===== config.mk =====
export PLATFORM = sky130hd
export DESIGN_NAME = word_wrap_line_counter
export DESIGN_NICKNAME = d
export VERILOG_FILES = /design/src/wwlc_pkg.sv /design/src/wwlc_fifo.sv /design/src/wwlc_front.sv /design/src/wwlc_tabmod.sv /design/src/wwlc_back.sv /design/src/word_wrap_line_counter.sv
export SDC_FILE = /design/constraint.sdc
export NUM_CORES = 1
export LEC_CHECK = 0
export BUFFER_PORTS_ARGS = -buffer_cell sky130_fd_sc_hd__buf_2
export CORE_MARGIN = 3
export CORE_UTILIZATION = 25
export DETAILED_ROUTE_END_ITERATION = 7
export PLACE_DENSITY_LB_ADDON = 0.08
export REMOVE_ABC_BUFFERS = 1
export SYNTH_ARGS = -nofsm -noshare
export SYNTH_HDL_FRONTEND = slang
export SYNTH_SLANG_ARGS = --single-unit

===== constraint.sdc =====
create_clock -name clk -period 12.6 [get_ports clk]
set_input_delay 0 -clock clk [delete_from_list [all_inputs] [get_ports clk]]
set_output_delay 0 -clock clk [all_outputs]
set_load 0.03 [all_outputs]

===== src/wwlc_pkg.sv =====
`default_nettype none
// ----------------------------------------------------------------------------
// Word wrap line counter package
// Shared types, register map, character classes and reset values.
// ----------------------------------------------------------------------------
package wwlc_pkg;

	// defaults for the top level parameters
	localparam int MAX_WORD_CHARS_DEF = 128;
	localparam int COORD_BITS_DEF     = 16;

	// largest advance a single character can add to a word
	localparam int GLYPH_ADV_MAX = 255;

	// queue depths
	localparam int CMD_DEPTH = 2;
	localparam int RES_DEPTH = 2;

	// configuration port
	localparam int ADDR_BITS    = 5;
	localparam int DATA_BITS    = 32;
	localparam int REG_IDX_BITS = 3;

	localparam logic [REG_IDX_BITS-1:0] REG_WINDOW_LEFT   = 3'd0;
	localparam logic [REG_IDX_BITS-1:0] REG_TOP_START     = 3'd1;
	localparam logic [REG_IDX_BITS-1:0] REG_WINDOW_WIDTH  = 3'd2;
	localparam logic [REG_IDX_BITS-1:0] REG_WINDOW_HEIGHT = 3'd3;
	localparam logic [REG_IDX_BITS-1:0] REG_LINE_HEIGHT   = 3'd4;
	localparam logic [REG_IDX_BITS-1:0] REG_SPACE_WIDTH   = 3'd5;
	localparam logic [REG_IDX_BITS-1:0] REG_TAB_WIDTH     = 3'd6;
	localparam logic [REG_IDX_BITS-1:0] REG_FIXED_ADVANCE = 3'd7;

	// character codes
	localparam logic [7:0] CH_NUL     = 8'h00;
	localparam logic [7:0] CH_TAB     = 8'h09;
	localparam logic [7:0] CH_LF      = 8'h0A;
	localparam logic [7:0] CH_VT      = 8'h0B;
	localparam logic [7:0] CH_CR      = 8'h0D;
	localparam logic [7:0] CH_SPACE   = 8'h20;
	localparam logic [7:0] CH_WORD_LO = 8'h21;
	localparam logic [7:0] CH_WORD_HI = 8'h7F;
	localparam logic [7:0] CH_HIGH_LO = 8'h80;
	localparam logic [7:0] CH_HIGH_HI = 8'hFF;

	localparam logic [7:0] LINES_MAX = 8'hFF;

	typedef enum logic [2:0] {
		CLS_NUL,
		CLS_TAB,
		CLS_LF,
		CLS_VT,
		CLS_CR,
		CLS_BLANK,
		CLS_WORD,
		CLS_HIGH
	} cls_t;

	// one classified byte on its way from front to back
	typedef struct packed {
		logic              first;
		logic signed [9:0] margin;
		cls_t              cls;
		logic [7:0]        adv;
	} cmd_t;

	typedef struct packed {
		logic [9:0]         window_left;
		logic signed [10:0] top_start;
		logic [9:0]         window_width;
		logic [9:0]         window_height;
		logic [7:0]         line_height;
		logic [7:0]         space_width;
		logic [7:0]         tab_width;
		logic [7:0]         fixed_advance;
	} cfg_t;

	typedef struct packed {
		logic [7:0] line_count;
		logic       finished;
	} res_t;

	localparam cfg_t CFG_RST = '{
		window_left:   10'd0,
		top_start:     11'sd0,
		window_width:  10'd320,
		window_height: 10'd240,
		line_height:   8'd16,
		space_width:   8'd8,
		tab_width:     8'd32,
		fixed_advance: 8'd0
	};

endpackage
`default_nettype wire


===== src/wwlc_fifo.sv =====
`default_nettype none
// ----------------------------------------------------------------------------
// Small register queue
// First-in first-out store with full and empty flags; the head is shown
// while not empty.
// ----------------------------------------------------------------------------
module wwlc_fifo #(
	parameter int WIDTH = 8,
	parameter int DEPTH = 2
) (
	input  wire logic             clk,
	input  wire logic             arst_n,
	input  wire logic             wr_en,
	input  wire logic [WIDTH-1:0] wr_data,
	output logic                  full,
	input  wire logic             rd_en,
	output logic [WIDTH-1:0]      rd_data,
	output logic                  empty
);
	localparam int PW = (DEPTH > 1) ? $clog2(DEPTH) : 1;
	localparam int CW = $clog2(DEPTH + 1);

	logic [WIDTH-1:0] mem_q [DEPTH];
	logic [PW-1:0]    wr_ptr_q;
	logic [PW-1:0]    rd_ptr_q;
	logic [CW-1:0]    count_q;
	logic             do_wr;
	logic             do_rd;

	assign full    = (count_q == CW'(DEPTH));
	assign empty   = (count_q == '0);
	assign do_wr   = wr_en && !full;
	assign do_rd   = rd_en && !empty;
	assign rd_data = mem_q[rd_ptr_q];

	always_ff @(posedge clk or negedge arst_n) begin
		if (!arst_n) begin
			wr_ptr_q <= '0;
			rd_ptr_q <= '0;
			count_q  <= '0;
		end else begin
			if (do_wr) begin
				wr_ptr_q <= (wr_ptr_q == PW'(DEPTH - 1)) ? '0 : wr_ptr_q + PW'(1);
			end
			if (do_rd) begin
				rd_ptr_q <= (rd_ptr_q == PW'(DEPTH - 1)) ? '0 : rd_ptr_q + PW'(1);
			end
			if (do_wr && !do_rd) begin
				count_q <= count_q + CW'(1);
			end else if (do_rd && !do_wr) begin
				count_q <= count_q - CW'(1);
			end
		end
	end

	always_ff @(posedge clk) begin
		if (do_wr) begin
			mem_q[wr_ptr_q] <= wr_data;
		end
	end

endmodule
`default_nettype wire


===== src/wwlc_front.sv =====
`default_nettype none
// ----------------------------------------------------------------------------
// Word wrap front end
// Accepts text bytes, sorts each into a character class, resolves its
// advance and queues the result for the back end.
// ----------------------------------------------------------------------------
module wwlc_front (
	input  wire logic                clk,
	input  wire logic                arst_n,
	input  wire wwlc_pkg::cfg_t      cfg,
	input  wire logic                push,
	output logic                     full,
	input  wire logic                first,
	input  wire logic [7:0]          char_code,
	input  wire logic                glyph_present,
	input  wire logic [7:0]          glyph_advance,
	input  wire logic signed [9:0]   margin,
	output wwlc_pkg::cmd_t           cmd,
	output logic                     cmd_empty,
	input  wire logic                cmd_pop
);
	import wwlc_pkg::*;

	cmd_t                in_cmd;
	cls_t                cls;
	logic [$bits(cmd_t)-1:0] head;

	always_comb begin
		unique case (char_code) inside
			CH_NUL:                   cls = CLS_NUL;
			CH_TAB:                   cls = CLS_TAB;
			CH_LF:                    cls = CLS_LF;
			CH_VT:                    cls = CLS_VT;
			CH_CR:                    cls = CLS_CR;
			[CH_WORD_LO:CH_WORD_HI]:  cls = CLS_WORD;
			[CH_HIGH_LO:CH_HIGH_HI]:  cls = CLS_HIGH;
			default:                  cls = CLS_BLANK;
		endcase
	end

	always_comb begin
		in_cmd.first  = first;
		in_cmd.margin = margin;
		in_cmd.cls    = cls;
		// missing glyphs take the blank advance
		if (!glyph_present) begin
			in_cmd.adv = cfg.space_width;
		end else if (cfg.fixed_advance != '0) begin
			in_cmd.adv = cfg.fixed_advance;
		end else begin
			in_cmd.adv = glyph_advance;
		end
	end

	wwlc_fifo #(
		.WIDTH ($bits(cmd_t)),
		.DEPTH (CMD_DEPTH)
	) u_cmd_fifo (
		.clk     (clk),
		.arst_n  (arst_n),
		.wr_en   (push),
		.wr_data (in_cmd),
		.full    (full),
		.rd_en   (cmd_pop),
		.rd_data (head),
		.empty   (cmd_empty)
	);

	assign cmd = cmd_t'(head);

endmodule
`default_nettype wire


===== src/wwlc_tabmod.sv =====
`default_nettype none
// ----------------------------------------------------------------------------
// Tab stop remainder unit
// Computes |value| mod divisor, four quotient bits per cycle, restoring.
// ----------------------------------------------------------------------------
module wwlc_tabmod #(
	parameter int COORD_BITS = wwlc_pkg::COORD_BITS_DEF
) (
	input  wire logic                         clk,
	input  wire logic                         arst_n,
	input  wire logic                         start,
	input  wire logic signed [COORD_BITS-1:0] value,
	input  wire logic [7:0]                   divisor,
	output logic                              done,
	output logic [7:0]                        rem
);
	localparam int STEP  = 4;
	localparam int MW    = ((COORD_BITS + STEP - 1) / STEP) * STEP;
	localparam int STEPS = MW / STEP;
	localparam int CW    = $clog2(STEPS + 1);

	logic [MW-1:0]         mag_q;
	logic [7:0]            rem_q;
	logic [CW-1:0]         cnt_q;
	logic                  busy_q;
	logic                  done_q;
	logic [COORD_BITS-1:0] mag_in;
	logic [MW-1:0]         m;
	logic [7:0]            r;
	logic [8:0]            r9;

	assign mag_in = value[COORD_BITS-1] ? COORD_BITS'(-value) : COORD_BITS'(value);

	always_comb begin
		m  = mag_q;
		r  = rem_q;
		r9 = '0;
		for (int i = 0; i < STEP; i++) begin
			r9 = {r, m[MW-1]};
			m  = m << 1;
			if (r9 >= {1'b0, divisor}) begin
				r9 = r9 - {1'b0, divisor};
			end
			r = r9[7:0];
		end
	end

	always_ff @(posedge clk or negedge arst_n) begin
		if (!arst_n) begin
			busy_q <= 1'b0;
			done_q <= 1'b0;
			cnt_q  <= '0;
		end else if (start) begin
			busy_q <= 1'b1;
			done_q <= 1'b0;
			cnt_q  <= CW'(STEPS);
		end else if (busy_q) begin
			cnt_q <= cnt_q - CW'(1);
			if (cnt_q == CW'(1)) begin
				busy_q <= 1'b0;
				done_q <= 1'b1;
			end
		end else begin
			done_q <= 1'b0;
		end
	end

	always_ff @(posedge clk) begin
		if (start) begin
			mag_q <= MW'(mag_in);
			rem_q <= '0;
		end else if (busy_q) begin
			mag_q <= m;
			rem_q <= r;
		end
	end

	assign done = done_q;
	assign rem  = rem_q;

endmodule
`default_nettype wire


===== src/wwlc_back.sv =====
`default_nettype none
// ----------------------------------------------------------------------------
// Word wrap back end
// Sequencer that applies queued bytes to pen position, open word and line
// count, and pushes one result per byte.
// ----------------------------------------------------------------------------
module wwlc_back #(
	parameter int MAX_WORD_CHARS = wwlc_pkg::MAX_WORD_CHARS_DEF,
	parameter int COORD_BITS     = wwlc_pkg::COORD_BITS_DEF
) (
	input  wire logic           clk,
	input  wire logic           arst_n,
	input  wire wwlc_pkg::cfg_t cfg,
	input  wire wwlc_pkg::cmd_t cmd,
	input  wire logic           cmd_empty,
	output logic                cmd_pop,
	input  wire logic           res_full,
	output logic                res_push,
	output wwlc_pkg::res_t      res
);
	import wwlc_pkg::*;

	localparam int CB = COORD_BITS;
	localparam int WW = $clog2(MAX_WORD_CHARS * GLYPH_ADV_MAX + 1);
	localparam int WL = $clog2(MAX_WORD_CHARS + 1);
	localparam int SW = ((CB > WW) ? CB : WW) + 2;

	typedef logic signed [CB-1:0] coord_t;
	typedef logic signed [SW-1:0] sum_t;

	localparam sum_t SAT_HI = sum_t'({1'b0, {(CB - 1){1'b1}}});
	localparam sum_t SAT_LO = -SAT_HI - sum_t'(1);

	typedef enum logic [2:0] {
		S_IDLE,
		S_RESTART,
		S_DISP,
		S_COMMIT1,
		S_COMMIT2,
		S_BLANK,
		S_TAB,
		S_WRAP
	} state_t;

	typedef enum logic [1:0] {
		CONT_DISP,
		CONT_BLANK,
		CONT_END
	} cont_t;

	function automatic coord_t sat(input sum_t v);
		coord_t r;
		if (v > SAT_HI) begin
			r = coord_t'(SAT_HI[CB-1:0]);
		end else if (v < SAT_LO) begin
			r = coord_t'(SAT_LO[CB-1:0]);
		end else begin
			r = coord_t'(v[CB-1:0]);
		end
		return r;
	endfunction

	state_t        state_q, state_d;
	cont_t         cont_q, cont_d;
	coord_t        pen_x_q, pen_x_d;
	coord_t        pen_y_q, pen_y_d;
	coord_t        base_q, base_d;
	logic [7:0]    lines_q, lines_d;
	logic [WW-1:0] wwid_q, wwid_d;
	logic [WL-1:0] wlen_q, wlen_d;
	logic          jw_q, jw_d;
	logic          done_q, done_d;
	cmd_t          cur_q;
	cmd_t          it;
	coord_t        lf_y;
	logic [7:0]    lf_lines;
	logic          do_disp;
	logic          do_blank;
	logic          add;
	logic          finish;
	logic          tab_start;
	logic          tab_done;
	logic [7:0]    tab_rem;
	sum_t          tab_adj;

	wwlc_tabmod #(
		.COORD_BITS (CB)
	) u_tabmod (
		.clk     (clk),
		.arst_n  (arst_n),
		.start   (tab_start),
		.value   (pen_x_q),
		.divisor (cfg.tab_width),
		.done    (tab_done),
		.rem     (tab_rem)
	);

	// the byte under work is the queue head while idle, else the held copy
	assign it       = (state_q == S_IDLE) ? cmd : cur_q;
	assign lf_y     = sat(sum_t'(pen_y_q) + sum_t'(cfg.line_height));
	assign lf_lines = (lines_q == LINES_MAX) ? lines_q : lines_q + 8'd1;
	// remainder follows the sign of pen x
	assign tab_adj  = pen_x_q[CB-1] ? sum_t'(tab_rem) : -sum_t'(tab_rem);

	always_comb begin
		state_d   = state_q;
		cont_d    = cont_q;
		pen_x_d   = pen_x_q;
		pen_y_d   = pen_y_q;
		base_d    = base_q;
		lines_d   = lines_q;
		wwid_d    = wwid_q;
		wlen_d    = wlen_q;
		jw_d      = jw_q;
		done_d    = done_q;
		cmd_pop   = 1'b0;
		tab_start = 1'b0;
		finish    = 1'b0;
		do_disp   = 1'b0;
		do_blank  = 1'b0;
		add       = 1'b0;

		unique case (state_q)
			S_IDLE: begin
				// one item at a time; a free result slot guarantees the push
				if (!cmd_empty && !res_full) begin
					cmd_pop = 1'b1;
					if (cmd.first) begin
						state_d = S_RESTART;
					end else begin
						do_disp = 1'b1;
					end
				end
			end
			S_RESTART: begin
				base_d  = sat(sum_t'(cfg.window_left) + sum_t'(cur_q.margin));
				pen_x_d = base_d;
				pen_y_d = sat(sum_t'(cfg.top_start));
				lines_d = 8'd1;
				wwid_d  = '0;
				wlen_d  = '0;
				jw_d    = 1'b0;
				done_d  = 1'b0;
				state_d = S_WRAP;
				cont_d  = CONT_DISP;
			end
			S_DISP: begin
				do_disp = 1'b1;
			end
			S_COMMIT1: begin
				// break before the word unless already at x zero
				if ((sum_t'(pen_x_q) + sum_t'(wwid_q) >= sum_t'(cfg.window_width)) &&
						(pen_x_q != '0)) begin
					pen_x_d = base_q;
					pen_y_d = lf_y;
					lines_d = lf_lines;
				end
				state_d = S_COMMIT2;
			end
			S_COMMIT2: begin
				wwid_d = '0;
				wlen_d = '0;
				if (sum_t'(pen_y_q) >= sum_t'(cfg.window_height)) begin
					done_d = 1'b1;
					finish = 1'b1;
				end else begin
					pen_x_d = sat(sum_t'(pen_x_q) + sum_t'(wwid_q));
					jw_d    = 1'b0;
					state_d = S_WRAP;
				end
			end
			S_BLANK: begin
				do_blank = 1'b1;
			end
			S_TAB: begin
				if (tab_done) begin
					pen_x_d = sat(sum_t'(pen_x_q) + sum_t'(cfg.tab_width) + tab_adj);
					state_d = S_WRAP;
					cont_d  = CONT_END;
				end
			end
			S_WRAP: begin
				if (sum_t'(pen_x_q) >= sum_t'(cfg.window_width)) begin
					pen_x_d = base_q;
					pen_y_d = lf_y;
					lines_d = lf_lines;
					jw_d    = 1'b1;
				end
				if (sum_t'(pen_y_d) >= sum_t'(cfg.window_height)) begin
					done_d = 1'b1;
				end
				unique case (cont_q)
					CONT_DISP: state_d = S_DISP;
					CONT_BLANK: begin
						if (done_d) begin
							finish = 1'b1;
						end else begin
							state_d = S_BLANK;
						end
					end
					default: finish = 1'b1;
				endcase
			end
			default: state_d = S_IDLE;
		endcase

		if (do_disp) begin
			if (done_q) begin
				finish = 1'b1;
			end else if (wlen_q != '0) begin
				if (it.cls == CLS_WORD || it.cls == CLS_HIGH) begin
					add = 1'b1;
				end else begin
					state_d = S_COMMIT1;
					cont_d  = CONT_BLANK;
				end
			end else if (it.cls == CLS_WORD) begin
				add = 1'b1;
			end else begin
				do_blank = 1'b1;
			end
		end

		if (add) begin
			wwid_d = wwid_q + WW'(it.adv);
			wlen_d = wlen_q + WL'(1);
			// a full word closes on its own, with no blank after it
			if (wlen_d == WL'(MAX_WORD_CHARS)) begin
				state_d = S_COMMIT1;
				cont_d  = CONT_END;
			end else begin
				finish = 1'b1;
			end
		end

		if (do_blank) begin
			unique case (it.cls)
				CLS_NUL: begin
					done_d = 1'b1;
					finish = 1'b1;
				end
				CLS_TAB: begin
					if (cfg.tab_width != '0) begin
						tab_start = 1'b1;
						state_d   = S_TAB;
					end else begin
						state_d = S_WRAP;
						cont_d  = CONT_END;
					end
				end
				CLS_LF: begin
					jw_d    = 1'b0;
					pen_x_d = base_q;
					pen_y_d = lf_y;
					lines_d = lf_lines;
					state_d = S_WRAP;
					cont_d  = CONT_END;
				end
				CLS_VT: begin
					jw_d    = 1'b0;
					pen_y_d = lf_y;
					lines_d = lf_lines;
					state_d = S_WRAP;
					cont_d  = CONT_END;
				end
				CLS_CR: begin
					jw_d    = 1'b0;
					pen_x_d = base_q;
					state_d = S_WRAP;
					cont_d  = CONT_END;
				end
				default: begin
					// skip the blank advance right after a wrap
					if (!jw_q) begin
						pen_x_d = sat(sum_t'(pen_x_q) + sum_t'(cfg.space_width));
					end
					state_d = S_WRAP;
					cont_d  = CONT_END;
				end
			endcase
		end

		if (finish) begin
			state_d = S_IDLE;
		end
	end

	assign res_push       = finish;
	assign res.line_count = lines_d;
	assign res.finished   = done_d;

	always_ff @(posedge clk or negedge arst_n) begin
		if (!arst_n) begin
			state_q <= S_IDLE;
			cont_q  <= CONT_END;
			pen_x_q <= '0;
			pen_y_q <= '0;
			base_q  <= '0;
			lines_q <= 8'd1;
			wwid_q  <= '0;
			wlen_q  <= '0;
			jw_q    <= 1'b0;
			done_q  <= 1'b0;
		end else begin
			state_q <= state_d;
			cont_q  <= cont_d;
			pen_x_q <= pen_x_d;
			pen_y_q <= pen_y_d;
			base_q  <= base_d;
			lines_q <= lines_d;
			wwid_q  <= wwid_d;
			wlen_q  <= wlen_d;
			jw_q    <= jw_d;
			done_q  <= done_d;
		end
	end

	always_ff @(posedge clk) begin
		if (cmd_pop) begin
			cur_q <= cmd;
		end
	end

endmodule
`default_nettype wire


===== src/word_wrap_line_counter.sv =====
`default_nettype none
// ----------------------------------------------------------------------------
// Word wrap line counter
// Counts the lines that greedy word wrapping fills, one text byte per word.
//
// Input channel: push/full with first, char_code, glyph_present,
// glyph_advance and margin. Result channel: empty/pop with line_count and
// finished; every input word yields exactly one result word, in order.
// Window geometry and advances are set through the APB port; the user
// must write them only while idle, which the block does not enforce. A
// character that joins a word, or a NUL, is resolved straight from idle;
// any other blank also passes a wrap check. Closing a word adds a break
// check, an advance, a wrap check and a blank dispatch, less the dispatch
// when a full word closes on its own. A first byte adds a restart, a wrap
// check and a dispatch; a tab waits on the remainder unit, which resolves
// four bits per cycle. The back end runs one word at a time.
// Reset loads the register defaults, empties both queues and starts a text
// at window_left with one line. A stalled receiver fills the 2-deep result
// queue, then the 2-deep input queue, and then full rises.
// ----------------------------------------------------------------------------
module word_wrap_line_counter #(
	parameter int MAX_WORD_CHARS = wwlc_pkg::MAX_WORD_CHARS_DEF,
	parameter int COORD_BITS     = wwlc_pkg::COORD_BITS_DEF
) (
	input  wire logic                               clk,
	input  wire logic                               arst_n,
	input  wire logic                               psel,
	input  wire logic                               penable,
	input  wire logic                               pwrite,
	input  wire logic [wwlc_pkg::ADDR_BITS-1:0]     paddr,
	input  wire logic [wwlc_pkg::DATA_BITS-1:0]     pwdata,
	output logic [wwlc_pkg::DATA_BITS-1:0]          prdata,
	output logic                                    pready,
	input  wire logic                               push,
	output logic                                    full,
	input  wire logic                               first,
	input  wire logic [7:0]                         char_code,
	input  wire logic                               glyph_present,
	input  wire logic [7:0]                         glyph_advance,
	input  wire logic signed [9:0]                  margin,
	output logic                                    empty,
	input  wire logic                               pop,
	output logic [7:0]                              line_count,
	output logic                                    finished
);
	import wwlc_pkg::*;

	cfg_t                    cfg_q;
	logic [REG_IDX_BITS-1:0] reg_idx;
	logic                    wr_en;
	cmd_t                    cmd;
	logic                    cmd_empty;
	logic                    cmd_pop;
	logic                    res_full;
	logic                    res_push;
	res_t                    res_in;
	logic [$bits(res_t)-1:0] res_head;
	res_t                    res_out;

	assign pready  = 1'b1;
	assign reg_idx = paddr[ADDR_BITS-1:2];
	assign wr_en   = psel && penable && pwrite && pready;

	always_ff @(posedge clk or negedge arst_n) begin
		if (!arst_n) begin
			cfg_q <= CFG_RST;
		end else if (wr_en) begin
			unique case (reg_idx)
				REG_WINDOW_LEFT:   cfg_q.window_left   <= pwdata[9:0];
				REG_TOP_START:     cfg_q.top_start     <= pwdata[10:0];
				REG_WINDOW_WIDTH:  cfg_q.window_width  <= pwdata[9:0];
				REG_WINDOW_HEIGHT: cfg_q.window_height <= pwdata[9:0];
				REG_LINE_HEIGHT:   cfg_q.line_height   <= pwdata[7:0];
				REG_SPACE_WIDTH:   cfg_q.space_width   <= pwdata[7:0];
				REG_TAB_WIDTH:     cfg_q.tab_width     <= pwdata[7:0];
				REG_FIXED_ADVANCE: cfg_q.fixed_advance <= pwdata[7:0];
				default:           cfg_q               <= cfg_q;
			endcase
		end
	end

	always_comb begin
		unique case (reg_idx)
			REG_WINDOW_LEFT:   prdata = {22'd0, cfg_q.window_left};
			REG_TOP_START:     prdata = {21'd0, cfg_q.top_start};
			REG_WINDOW_WIDTH:  prdata = {22'd0, cfg_q.window_width};
			REG_WINDOW_HEIGHT: prdata = {22'd0, cfg_q.window_height};
			REG_LINE_HEIGHT:   prdata = {24'd0, cfg_q.line_height};
			REG_SPACE_WIDTH:   prdata = {24'd0, cfg_q.space_width};
			REG_TAB_WIDTH:     prdata = {24'd0, cfg_q.tab_width};
			REG_FIXED_ADVANCE: prdata = {24'd0, cfg_q.fixed_advance};
			default:           prdata = '0;
		endcase
	end

	wwlc_front u_front (
		.clk           (clk),
		.arst_n        (arst_n),
		.cfg           (cfg_q),
		.push          (push),
		.full          (full),
		.first         (first),
		.char_code     (char_code),
		.glyph_present (glyph_present),
		.glyph_advance (glyph_advance),
		.margin        (margin),
		.cmd           (cmd),
		.cmd_empty     (cmd_empty),
		.cmd_pop       (cmd_pop)
	);

	wwlc_back #(
		.MAX_WORD_CHARS (MAX_WORD_CHARS),
		.COORD_BITS     (COORD_BITS)
	) u_back (
		.clk       (clk),
		.arst_n    (arst_n),
		.cfg       (cfg_q),
		.cmd       (cmd),
		.cmd_empty (cmd_empty),
		.cmd_pop   (cmd_pop),
		.res_full  (res_full),
		.res_push  (res_push),
		.res       (res_in)
	);

	wwlc_fifo #(
		.WIDTH ($bits(res_t)),
		.DEPTH (RES_DEPTH)
	) u_res_fifo (
		.clk     (clk),
		.arst_n  (arst_n),
		.wr_en   (res_push),
		.wr_data (res_in),
		.full    (res_full),
		.rd_en   (pop),
		.rd_data (res_head),
		.empty   (empty)
	);

	assign res_out    = res_t'(res_head);
	assign line_count = res_out.line_count;
	assign finished   = res_out.finished;

endmodule
`default_nettype wire


* Word-level counts from Yosys, hierarchy flattened
Memory sizes are Yosys's and may differ from the RTL's.
Cells that the tools add are included.
** Word-level totals
- Bits in writable memories :: 62
- Output and inout port bits :: 44
- Flip-flop bits (word level) :: 217
- Word-level logic and storage cells :: 300
- Memories kept :: 2
- Bits of input ports :: 72
** Operators by class
- Equality and inequality tests :: 31
- Add/sub/neg operators :: 24
- Reductions and logical operators :: 51
- Order comparisons :: 24
- Mux-type cells :: 136
** Memories
- u_front.u_cmd_fifo.mem_q :: depth 2, bits a word 22, read ports 1, clocked after memory_dff 0, wr ports 1, line wwlc_fifo.sv:23 : logic [WIDTH-1:0] mem_q [DEPTH];
- u_res_fifo.mem_q :: depth 2, bits a word 9, read ports 1, clocked after memory_dff 0, wr ports 1, line wwlc_fifo.sv:23
** Operators with widths (count)
- $mux W16 :: 26
- $pmux W32 S8 :: 1
- $mux W8 :: 13
- $gt A18 B16 Y1 const B :: 5
- $lt A18 B16 Y1 const B :: 5
- $pmux W16 S5 :: 1
- $add A16 B9 Y17 :: 3
- $mux W1 :: 49
- $ge A16 B11 Y1 :: 3
- $pmux W16 S3 :: 1
- $mux W3 :: 15
- $ge A9 B8 Y1 :: 4
- $eq A3 B3 Y1 const B :: 11
- $eq A8 B4 Y1 const B :: 4
- $pmux W16 S2 :: 1
- $sub A8 B8 Y8 :: 4
- $mux W15 :: 2
- $mux W2 :: 13
- $pmux W8 S3 :: 1
- $reduce_bool A8 Y1 :: 3
- $pmux W3 S7 :: 1
- $add A18 B18 Y18 :: 1
- $eq A3 B2 Y1 const B :: 6
- $ge A18 B11 Y1 :: 1
- other kinds (39) :: 92

* Longest topological paths before layout
Gate-level depths: netlist of the first run.
- Word-level depth :: 23
- Gate-level depth with buffers :: 36

* Modules after synthesis
From an unflattened synthesis of the first run, not the netlist that was laid out.
** Second synthesis, totals
- Cells, all modules :: 2251
- Area, all modules :: 21255.4 µm²
** Modules (own cells, without submodules)
- wwlc_back :: times used 1, area an instance 11436.0 µm², sequential area each 2710.1 µm², cells an instance 1423
- word_wrap_line_counter :: times used 1, area an instance 3622.2 µm², sequential area each 1838.0 µm², cells an instance 265
- wwlc_tabmod :: times used 1, area an instance 3275.6 µm², sequential area each 765.7 µm², cells an instance 384
- wwlc_fifo (u_front.u_cmd_fifo) :: times used 1, area an instance 1788.0 µm², sequential area each 1421.4 µm², cells an instance 87
- wwlc_fifo (u_res_fifo) :: times used 1, area an instance 845.8 µm², sequential area each 640.6 µm², cells an instance 47
- wwlc_front :: times used 1, area an instance 287.8 µm², sequential area each 0.0 µm², cells an instance 45

* Least setup slack after synthesis of the first run
OpenSTA, ideal clock, no wires.
- Kind :: flip-flop to flip-flop
- Start point :: register cfg_q[9] (netlist bit)
- End point :: register u_back.u_tabmod.rem_q[2], in the netlist u_back.u_tabmod.rem[2]
- Period minus slack after synthesis :: 7589 ps
- Setup time :: 63 ps
- Slack :: 5011 ps
- Data required time :: 12537 ps
- Data arrival time :: 7526 ps
- Buffers on the path :: 1
- Cell stages (with the launch flop) :: 36
- Cells stage by stage :: dfrtp_1 > inv_1 > ha_1 > nand2b_1 > a21o_1 > a31o_2 > a21oi_4 > mux2_2 > ha_1 > nand3_1 > o21bai_1 > nand3_1 > a21oi_1 > o32ai_2 > mux2_2 > ha_1 > or2_1 > a21oi_1 > a31oi_1 > o41ai_1 > o211ai_1 > mux2i_1 > clkbuf_1 > nor2_1 > a21oi_1 > inv_1 > ha_1 > nor2b_1 > o21ai_0 > a21oi_1 > nor2_1 > a211o_1 > a21oi_1 > a2111oi_4 > or4_1 > nand3_1
** On the way
- Longest elaborated chain between the ends :: 8
** RTL lines
- start, declared :: line word_wrap_line_counter.sv:48 : cfg_t cfg_q;
- start signal, assigned :: line word_wrap_line_counter.sv:77 : default: cfg_q <= cfg_q;
- $sub A8 B8 Y8 or $ge A9 B8 Y1 (tied branches) :: line wwlc_tabmod.sv:42, wwlc_tabmod.sv:41
- $mux W8 :: line wwlc_tabmod.sv:41 : if (r9 >= {1'b0, divisor}) begin
- $sub A8 B8 Y8 or $ge A9 B8 Y1 (tied branches) :: line wwlc_tabmod.sv:42, wwlc_tabmod.sv:41
- $mux W8 :: line wwlc_tabmod.sv:41
- $ge A9 B8 Y1 or $sub A8 B8 Y8 (tied branches) :: line wwlc_tabmod.sv:41, wwlc_tabmod.sv:42
- $mux W8 :: line wwlc_tabmod.sv:41
- $sub A8 B8 Y8 or $ge A9 B8 Y1 (tied branches) :: line wwlc_tabmod.sv:42, wwlc_tabmod.sv:41
- $mux W8 :: line wwlc_tabmod.sv:41
- end signal, assigned :: line wwlc_tabmod.sv:74 : rem_q <= r;
- end, declared :: line wwlc_tabmod.sv:23 : logic [7:0] rem_q;
Parallel ways exist; a longest one is shown, timed or not.
A chain may end at the register's enable or synchronous reset.

* Worst setup path in the final report of the first run
- Start point :: register cfg_q[9] (netlist bit)
- End point :: register u_back.u_tabmod.rem_q[6], in the netlist u_back.u_tabmod.rem[6]
** On the way
- Longest elaborated chain between the ends :: 8
** RTL lines (line)
- $sub A8 B8 Y8 or $ge A9 B8 Y1 (tied branches) :: wwlc_tabmod.sv:42, wwlc_tabmod.sv:41
- $mux W8 :: wwlc_tabmod.sv:41
- $sub A8 B8 Y8 or $ge A9 B8 Y1 (tied branches) :: wwlc_tabmod.sv:42, wwlc_tabmod.sv:41
- $mux W8 :: wwlc_tabmod.sv:41
- $sub A8 B8 Y8 or $ge A9 B8 Y1 (tied branches) :: wwlc_tabmod.sv:42, wwlc_tabmod.sv:41
- $mux W8 :: wwlc_tabmod.sv:41
- $sub A8 B8 Y8 or $ge A9 B8 Y1 (tied branches) :: wwlc_tabmod.sv:42, wwlc_tabmod.sv:41
- $mux W8 :: wwlc_tabmod.sv:41
Parallel ways exist; a longest one is shown, timed or not.

==> results.toml, run 1 <==
[final_layout]
drive_above_1_share_pct = 13.5
area_delta_synth_final_pct = 15.0
final_net_count = 2716
diodes = 0
fin_util_pct = 29.3

[clock_network]
clock-sinks = 275
ctsHtreeMaxLevel = 2
clk_root_buffer_cell = "clkbuf_16"
clockBufferDepth = 3
cts.reportedPaths.clkPinSlew_ns = 0.07
worstSkewPairLatency_ns = 0.57
tritoncts.num_buffers = 37
cts_resized = 0
post_cts_hold_buffer_count = 33
cts_setup_buffers = 0
cts_tree = "built"

[timing]
report.final.hold_viol_count = 0
fin_crit_ns = 9.09
fin_worst_skew_ns = 0.0323
slew_violations = 0
setup-tns-final_ns = 0
rsz0062_at_grt = "false"
fin_hold_ws_ns = 0.0943
report.final.setup_viol = 0
clock.fmax_mhz = 110
worstMarginPinSlew_ns = 1.14
worst_slew_margin_rel_pct = 23.5
final_min_period_over_clock_period_pct = 72.2

[placed_design]
detail_placement_hpwl_microns = 63400
io_buffers = 70
globalplace.congestion = 0.869

[floorplan]
initial_utilization_pct = 25.5
fp-row-count = 106
ios = 116
coreArea_sq_mm = 0.0845
floorplan.die.width_microns = 299
floorplan.die.height_microns = 299
die-area_sq_mm = 0.0897

[route]
pre_repair_dr_iteration_count = 5
dr.first_iter.drc_count = 1437
vias = 19062
drt-wirelength-per-cell_microns = 23.0
route.final.wire_length_microns = 83800
detail_route.vias_per_cell = 5.24
antenna_violating_nets_post_route = 0
detail_route.drc_violations = 0

[setup_path]
crit_path_max_fanout = 15
worst-endpoint-arrival_ns = 9.53
cp_data_required_time_ns = 13.04
worst_setup_path_start_kind = "flip-flop"
crit_slowest_cell = "dfrtp_1"
slowest_delay_ns = 0.49
critical_path_class = "flip-flop to flip-flop"
timing.critical_path.to_type = "flip-flop"

[pwr]
cell_internal_pwr_mw = 4.06
power.switching_fraction_pct = 51.3
lkg_pwr_nw = 10.3
sequentialPowerShare_pct = 18.7
power_switching_mw = 4.28
p_total_mw = 8.34
power.share.clock_pct = 13.6
vdd_ir_drop_max_mv = 0.312
power_per_cell_area_mw_per_mm2 = 337
power_frac_comb_pct = 67.7

[flow_run]
maxCapViolCount = 0

[synth]
synth.yosys.warnings = 0
synthDominantCellAreaShare_pct = 18.2
synth_area_leader_cell = "dfrtp_1"
yosys.cell_types.count = 108
asyncSetResetFlopFracSynth_pct = 61.1
postSynth.topFlopCell = "dfrtp_1"
ys_ff_latch = 275
mapped_avg_cell_area_sq_um = 8.99
synth_edf_count = 99
postSynthCellCount = 2394
netlist_area_sq_mm = 0.0215
netlist_top_cells_area = "dfrtp_1 (18%), edfxtp_1 (14%), ha_1 (9.2%)"
synth.yosys.seq_area_share_pct = 34.1

[grt]
first_global_vias = 18459
grt_start_max_net_pins = 90
grt_pass1_wl_microns = 124000
grtUsageTotal_pct = 18.3
antenna_found_initial = 2
grt_remaining_overflow = 0

[status]
status = "finished clean"

[min_path]
hold_class = "primary input to flip-flop"
[flip-flops by register name, indices dropped and copies added (netlist names), 2 cells and up]
register,count
cfg_q,73
u_back.base_q,12
u_back.cont_q,2
u_back.cur_q,21
u_back.lines_q,8
u_back.pen_x_q,16
u_back.pen_y_q,16
u_back.state_q,3
u_back.u_tabmod.cnt_q,3
u_back.u_tabmod.mag_q,16
u_back.u_tabmod.rem,8
u_back.wlen_q,8
u_back.wwid_q,15
u_front.u_cmd_fifo.count_q,2
u_front.u_cmd_fifo.mem_q,44
u_res_fifo.count_q,2
u_res_fifo.mem_q,18
[synth_stat cells (21+ instances only)]
cell type / count
mux2_2: 83
nand2_1: 252
edfxtp_1: 99
mux2i_1: 30
clkbuf_1: 75
nor3_1: 51
nand2b_1: 25
nand3_1: 62
ha_1: 158
a221oi_1: 21
and3_1: 24
xnor2_1: 64
o21ai_0: 180
inv_1: 109
buf_4: 24
a21o_1: 48
nor2b_1: 26
nor2_1: 187
xor2_1: 57
o211ai_1: 22
a31oi_1: 29
a211oi_1: 37
dfrtp_1: 157
o21a_1: 21
a21oi_1: 159
[layer usage]
layer  up-vias  part of all wire [%]  GRT usage (%)
met1      9397                    48           26.7
met2       563                    44           28.6
li1       9013                     -              -
met5         -                     0              0
met3        89                   5.7           2.61
met4         0                   2.0           3.72
[power by group through the flow]
stage | Sequential, mW | Clock (mW) | Combinational [mW]
final | 1.56 | 1.14 | 5.64
after global routing | 1.59 | 1.20 | 6.23
after CTS | 1.56 | 1.17 | 5.65
after detailed placement | 1.57 | 0 | 5.59
after global placement | 1.57 | 0 | 5.60
after floorplan | 1.49 | 0 | 3.87
[layout by cell type (no fill, tap or decap), drive strengths merged, types with 14 or more instances in the layout]
cell,netlist,final
o2111ai,16,16
ha,158,158
o21ai,191,191
clkbuf,76,48
edfxtp,99,99
nor2,188,188
a211oi,39,39
nand3,63,63
nand4,15,15
dfrtp,157,157
a31oi,29,29
and2,19,19
xor2,57,57
o211ai,22,22
o31ai,16,16
a22oi,16,16
o21a,21,21
buf,48,112
conb,2,22
inv,109,112
xnor2,65,65
o21bai,14,14
or3,15,15
mux2,86,86
nand2b,25,25
mux2i,30,30
dlygate4sd3,0,33
a221o,15,15
and3,24,24
a221oi,23,23
nor3,55,55
nor4,17,17
a21oi,163,163
nand2,252,252
a21o,48,48
nor2b,27,27
[worst max-delay path: cells and delay by family (launching register included)]
| family | cells | cell delay [ns] |
|---|---|---|
| buf+inv | 3 | 0.72 |
| fa+ha+maj | 4 | 1.31 |
| compound gates | 14 | 3.73 |
| simple gates | 11 | 1.67 |
| mux | 3 | 1.06 |
| flops | 1 | 0.49 |
[stage by stage]
step,cell area [sq um],setup slack [ns],std cells
floorplan,21000,4.97,2290
global placement,23200,3.52,3537
detailed placement,23200,3.45,3537
CTS,24800,3.39,3637
global route,24800,2.73,3637
finish,24800,3.51,3637
[layout make-up]
| cell class | count | area, sq um |
|---|---|---|
| timing repair buffer | 146 | 1010 |
| clock buffer | 47 | 993 |
| sequential | 275 | 7350 |
| inverter | 109 | 409 |
| tap | 1134 | 1420 |
| fill | 8941 | 59700 |
| multi-input combinational | 1906 | 13300 |
| clock inverter | 20 | 277 |
[kinds of logic after synthesis]
kind of cell	Yosys count	synth area share, %
simple gates	742	16.5
compound gates	729	22.9
flops	275	34.1
buf+inv	233	4.70
fa+ha+maj	169	10.2
xor+xnor	122	5.00
mux	122	6.55
other cells	2	0.0349
[final timing paths]
path | start | end | slack [ns] | depth (start not counted)
worst max-delay path | cfg_q[9]$_DFFE_PN0P_ | u_back.u_tabmod.rem[6]$_SDFFE_PP0P_ | 3.51 | 35
worst min-delay path | glyph_advance[1] | u_front.u_cmd_fifo.mem_q[0][1]$_DFFE_PP_ | 0.09 | 3
worst max register to register | cfg_q[9]$_DFFE_PN0P_ | u_back.u_tabmod.rem[6]$_SDFFE_PP0P_ | 3.51 | 35
worst min register to register | u_res_fifo.wr_ptr_q$_DFFE_PN0P_ | u_res_fifo.wr_ptr_q$_DFFE_PN0P_ | 0.49 | 1
max in group asynchronous | arst_n | u_back.pen_x_q[15]$_DFF_PN0_ | 10.58 | 4
min in group asynchronous | arst_n | cfg_q[31]$_DFFE_PN0P_ | 0.11 | 2
Note: power is estimated with default switching activity, not from simulation.
==> inputs of run 2 (changes only) <==
ABC_AREA = 1   (was default)
clock period = 7.71 ns   (was 12.6 ns; I/O delays follow)
==> run 2 against run 1 <==
First-iteration DRC count decreased by 1.5%; critical path depth rose by 13; clock-buffer cell count rose by 3; critical path type unchanged; critical endpoint is now u_back.u_tabmod.rem[2]$_SDFFE_PP0P_; largest cell class unchanged.
==> results.toml, run 2 <==
[synth]
synth.yosys.warnings = 0
synth_edf_count = 99
netlist_top_cells_area = "dfrtp_1 (18%), edfxtp_1 (14%), nand2_1 (13%)"
netlist_area_sq_mm = 0.0217
postSynth.topFlopCell = "dfrtp_1"
synth_commonest_cells = "nand2_1 (743), inv_1 (402), a21oi_1 (228)"
synth_area_leader_cell = "dfrtp_1"
compound_cell_area_share_of_the_yosys_netlist_pct = 15.4
asyncSetResetFlopFracSynth_pct = 61.1
synth.yosys.seq_area_share_pct = 33.8
postSynthCellCount = 2987
synthDominantCellAreaShare_pct = 18.1
yosys.cell_types.count = 71
synth-adder-area-share_pct = 10.1
main_combinational_cell_family_by_area_after_synthesis = "simple AND/OR/NAND/NOR gates"
muxShareOfSynthArea_pct = 1.02
yosysMostFrequentCell = "nand2_1"
mapped_avg_cell_area_sq_um = 7.27
synth_xor_xnor_area_share_pct = 4.19
ys_ff_latch = 275
synth_simple_gate_area_share_pct = 25.7

[timing]
fin_crit_ns = 7.02
report.final.hold_viol_count = 0
fin_worst_skew_ns = 0.0314
worst_slew_margin_rel_pct = 23.4
clock.fmax_mhz = 142
rsz0062_at_grt = "false"
report.final.setup_viol = 0
slew_violations = 0
setup-tns-final_ns = 0
final_min_period_over_clock_period_pct = 91.1
worstMarginPinSlew_ns = 1.14

[floorplan]
floorplan.die.height_microns = 301
ios = 116
fp-row-count = 107
die-area_sq_mm = 0.0905
floorplan.die.width_microns = 301
coreArea_sq_mm = 0.0857
initial_utilization_pct = 25.4

[grt]
grt_pass1_wl_microns = 128000
first_global_vias = 20528
grt_remaining_overflow = 0
grtUsageTotal_pct = 18.6
antenna_found_initial = 1
grt_start_max_net_pins = 60

[route]
dr.first_iter.drc_count = 1415
detail_route.drc_violations = 0
route.final.wire_length_microns = 84700
antenna_violating_nets_post_route = 0
drt-wirelength-per-cell_microns = 19.7
detail_route.vias_per_cell = 4.75
vias = 20394
pre_repair_dr_iteration_count = 6

[final_layout]
area_delta_synth_final_pct = 16.7
largest_reg_flops = 73
most-common-layout-cells = "nand2_1 (742), inv_1 (402), nand3_1 (224)"
final_net_count = 3359
fin_util_pct = 29.6
drive_above_1_share_pct = 9.59
registers.top_by_ff_count = "cfg_q"
fin_cells = 4292
largest_registers = "cfg_q (73), u_front.u_cmd_fifo.mem_q (44), u_back.cur_q (21)"
leading_cell_type_in_the_layout_fill_and_taps_excluded = "nand2_1"
diodes = 0

[clock_network]
clk_root_buffer_cell = "clkbuf_16"
ctsHtreeMaxLevel = 2
worstSkewPairLatency_ns = 0.60
cts.reportedPaths.clkPinSlew_ns = 0.06
tritoncts.num_buffers = 38
clockBufferDepth = 3
cts_tree = "built"
clock-sinks = 275

[min_path]
hold_class = "primary input to flip-flop"

[placed_design]
io_buffers = 70
globalplace.congestion = 0.890
post-place-cells = 4175
detail_placement_hpwl_microns = 65700

[setup_path]
critical_path_class = "flip-flop to flip-flop"
timing.critical_path.to_type = "flip-flop"
cp_data_required_time_ns = 8.17
ff2ff_setup_slack_ns = 0.69
crit_path_max_fanout = 8
crit_slowest_cell = "dfstp_2"
worst-endpoint-arrival_ns = 7.49
slowest_delay_ns = 0.54
cpMostUsedCell = "nand2_1"
worst_setup_path_start_kind = "flip-flop"

[flow_run]
maxCapViolCount = 0

[status]
status = "finished clean"
==> run 2: path summary, 6_finish.rpt <==
kind	from	to	depth (start not counted)
max	cfg_q[13]$_DFFE_PN1P_	u_back.u_tabmod.rem[2]$_SDFFE_PP0P_	48
min in group asynchronous	arst_n	u_back.u_tabmod.cnt_q[0]$_DFFE_PN0P_	3
min reg2reg	u_res_fifo.wr_ptr_q$_DFFE_PN0P_	u_res_fifo.wr_ptr_q$_DFFE_PN0P_	2
max in group asynchronous	arst_n	u_front.u_cmd_fifo.rd_ptr_q$_DFFE_PN0P_	4
min	glyph_advance[7]	u_front.u_cmd_fifo.mem_q[0][7]$_DFFE_PP_	3
max reg2reg	cfg_q[13]$_DFFE_PN1P_	u_back.u_tabmod.rem[2]$_SDFFE_PP0P_	48
==> run 2: repair_timing <==
| item | 4_1_cts | 5_1_grt |
|---|---|---|
| hold endpoints to repair | 154 | 0 |
| hold buffers | 44 | 0 |
| buffers inserted | 0 | 3 |
| resized for setup | 0 | 28 |
| setup endpoints to repair | 0 | 8 |
==> run 2: layout make-up <==
cell class,count,area [sq um]
multi-input combinational,2212,12500
tap,1144,1430
timing repair buffer,171,1240
clock inverter,20,256
fill,9388,60300
sequential,275,7350
clock buffer,50,1030
inverter,420,1580
==> run 2: metrics by stage <==
stage	setup WS, ns	instance area [sq um]	hold slack [ns]
detailed placement	0.159	23500	0.0325
global route	0.0116	25400	0.0503
CTS	0.132	25200	0.00194
finish	0.688	25400	0.0517
global placement	0.239	23500	0.0303
floorplan	0.770	21300	-0.296
==> run 2: cells by family (layout without fill, tap and decap cells) <==
kind of cell	count (synthesis)	in the layout
AO/OA/AOI/OAI	597	597
XOR/XNOR	104	104
adder cells (fa/ha/maj)	169	169
buffers and inverters	520	661
flip-flops	275	275
multiplexers	20	20
other	2	22
AND/OR/NAND/NOR	1300	1300
==> run 2: layer usage <==
metal / up-vias / share of wire, % / wire length [microns] / GRT usage, %
met4: 2 / 4.3 / 3640 / 7.88
met1: 9599 / 45 / 38000 / 24.0
met3: 131 / 4.3 / 3610 / 2.75
li1: 10168 / - / - / -
met2: 494 / 47 / 39400 / 30.9
met5: - / 0.015 / 13 / 0
==> run 2: critical path, delay by kind of cell, from the launching register on <==
family          cells  cell delay [ns]
simple gates       21             2.08
flops               1             0.54
fa+ha+maj           4             1.22
compound gates     15             2.34
buf+inv             8             0.69
Power of run 2 is left out: the tool's default activity adds up to more than one toggle a clock period on the data nets, which glitch-free logic cannot reach.
==> inputs of run 3 (changes only) <==
CORE_UTILIZATION = 57   (was 25)
==> run 3 against run 2 <==
Sequential cell count did not move; final area fell by 4.7%; cell count fell by 16%; clock-buffer cell count fell by 12; clock skew fell by 0.0057 ns; worst setup slack got worse by 0.12 ns; routed wire length fell by 16%; critical endpoint is now u_back.u_tabmod.rem[5]$_SDFFE_PP0P_; largest cell class unchanged.
==> results.toml, run 3 (synthesis gave the netlist of run 2 again) <==
[status]
status = "finished clean"

[setup_path]
slowest_delay_ns = 0.40
cpMostUsedCell = "nand2_1"
worst_setup_path_start_kind = "flip-flop"
worst-endpoint-arrival_ns = 7.63
crit_path_max_fanout = 9
timing.critical_path.to_type = "flip-flop"
crit_slowest_cell = "dfrtp_1"
critical_path_class = "flip-flop to flip-flop"
cp_data_required_time_ns = 8.20

[route]
detail_route.vias_per_cell = 5.86
pre_repair_dr_iteration_count = 6
antenna_violating_nets_post_route = 0
drt-wirelength-per-cell_microns = 19.7
detail_route.drc_violations = 0
vias = 21199
dr.first_iter.drc_count = 2173
route.final.wire_length_microns = 71300

[final_layout]
drive_above_1_share_pct = 8.44
leading_cell_type_in_the_layout_fill_and_taps_excluded = "nand2_1"
area_delta_synth_final_pct = 11.2
final_net_count = 3332
largest_reg_flops = 73
registers.top_by_ff_count = "cfg_q"
largest_registers = "cfg_q (73), u_front.u_cmd_fifo.mem_q (44), u_back.cur_q (21)"
fin_util_pct = 65.2
final.fill_count = 3276
most-common-layout-cells = "nand2_1 (743), inv_1 (402), nand3_1 (224)"
diodes = 0

[floorplan]
fp-row-count = 70
floorplan.die.height_microns = 201
initial_utilization_pct = 58.7
die-area_sq_mm = 0.0405
ios = 116
coreArea_sq_mm = 0.0370
floorplan.die.width_microns = 201

[clock_network]
tritoncts.num_buffers = 31
worstSkewPairLatency_ns = 0.60
ctsHtreeMaxLevel = 1
cts_tree = "built"
clockBufferDepth = 3
clk_root_buffer_cell = "clkbuf_16"
clock-sinks = 275
cts.reportedPaths.clkPinSlew_ns = 0.06

[flow_run]
maxCapViolCount = 0

[grt]
top_usage_layer = "met2"
grtUsageMet2_pct = 53.8
grt_start_max_net_pins = 66
grtUsageTotal_pct = 34.1
first_global_vias = 20116
globalRouteMet3Util_pct = 5.29
grt_pass1_wl_microns = 111000
antenna_found_initial = 0
grt_remaining_overflow = 0
grt.met1_usage_pct = 46.7

[timing]
fin_worst_skew_ns = 0.0257
setup-tns-final_ns = 0
final_min_period_over_clock_period_pct = 92.6
fin_crit_ns = 7.14
report.final.hold_viol_count = 0
report.final.setup_viol = 0
clock.fmax_mhz = 140
slew_violations = 0
worstMarginPinSlew_ns = 1.18
worst_slew_margin_rel_pct = 21.3

[min_path]
hold_class = "primary input to async pin"

[placed_design]
io_buffers = 70
globalplace.congestion = 0.989
detail_placement_hpwl_microns = 53000
==> run 3: cell count changes in the layout (fill, tap and decap cells not counted), moves of 3 or more <==
cell / previous run / this run
clkinv_2: 8 / 5
clkbuf_16: 38 / 31
clkbuf_1: 9 / 5
buf_4: 56 / 36
clkinvlp_4: 7 / 3
a21oi_1: 220 / 223
bufinv_16: 3 / 6
ha_4: 4 / 1
a21oi_2: 10 / 7
==> run 3: metrics by stage <==
step / instances / setup WS [ns] / hold WS (ns) / cell area (sq um)
3_5_place_dp: 3509 / 0.151 / 0.00658 / 22500
6_report: 3619 / 0.569 / 0.0539 / 24200
5_1_grt: 3619 / -0.0890 / 0.0576 / 24200
4_1_cts: 3610 / 0.138 / 0.0267 / 24000
2_1_floorplan: 2907 / 0.770 / -0.296 / 21300
3_3_place_gp: 3509 / 0.258 / 0.000249 / 22500
==> run 3: worst max-delay path, delay by kind of cell (launching register included) <==
family                     cells  cell delay [ns]
and+or+nand+nor               19             1.77
AOI/OAI and AO/OA             20             3.20
DFF                            1             0.40
adders and majority gates      4             1.24
buffers and inverters          5             0.43
==> run 3: worst paths after layout <==
kind,from,endpoint,slack [ns],cells after the start
min in group clk,glyph_present,u_front.u_cmd_fifo.mem_q[0][1]$_DFFE_PP_,0.07,3
worst max register to register,cfg_q[12]$_DFFE_PN0P_,u_back.u_tabmod.rem[5]$_SDFFE_PP0P_,0.57,48
max in group asynchronous,arst_n,u_back.pen_y_q[2]$_DFF_PN0_,6.73,3
worst max-delay path,cfg_q[12]$_DFFE_PN0P_,u_back.u_tabmod.rem[5]$_SDFFE_PP0P_,0.57,48
worst min-delay path,arst_n,cfg_q[13]$_DFFE_PN1P_,0.05,2
worst min register to register,u_res_fifo.wr_ptr_q$_DFFE_PN0P_,u_res_fifo.wr_ptr_q$_DFFE_PN0P_,0.47,2
==> run 3: timing repair <==
action,4_1_cts,5_1_grt
resized for setup,0,21
endpoints found under the setup margin,0,8
buffers inserted,0,8
endpoints found under the hold margin,168,0
hold buffers,44,0
==> run 3: area by class of cell <==
type | instances | area (sq um) | share of cell area (%)
clock buffer | 38 | 822 | 3.40
timing repair buffer | 150 | 1080 | 4.49
inverter | 420 | 1580 | 6.54
clock inverter | 19 | 272 | 1.12
multi-input combinational | 2213 | 12400 | 51.4
tap | 504 | 631 | 2.61
sequential | 275 | 7350 | 30.4
==> run 3: per-layer routing <==
layer / wire (microns) / part of all wire [%]
met5: 0 / 0
met1: 30200 / 42
met3: 5970 / 8.4
met4: 3550 / 5.0
met2: 31600 / 44
Power of run 3 is left out for the same reason.
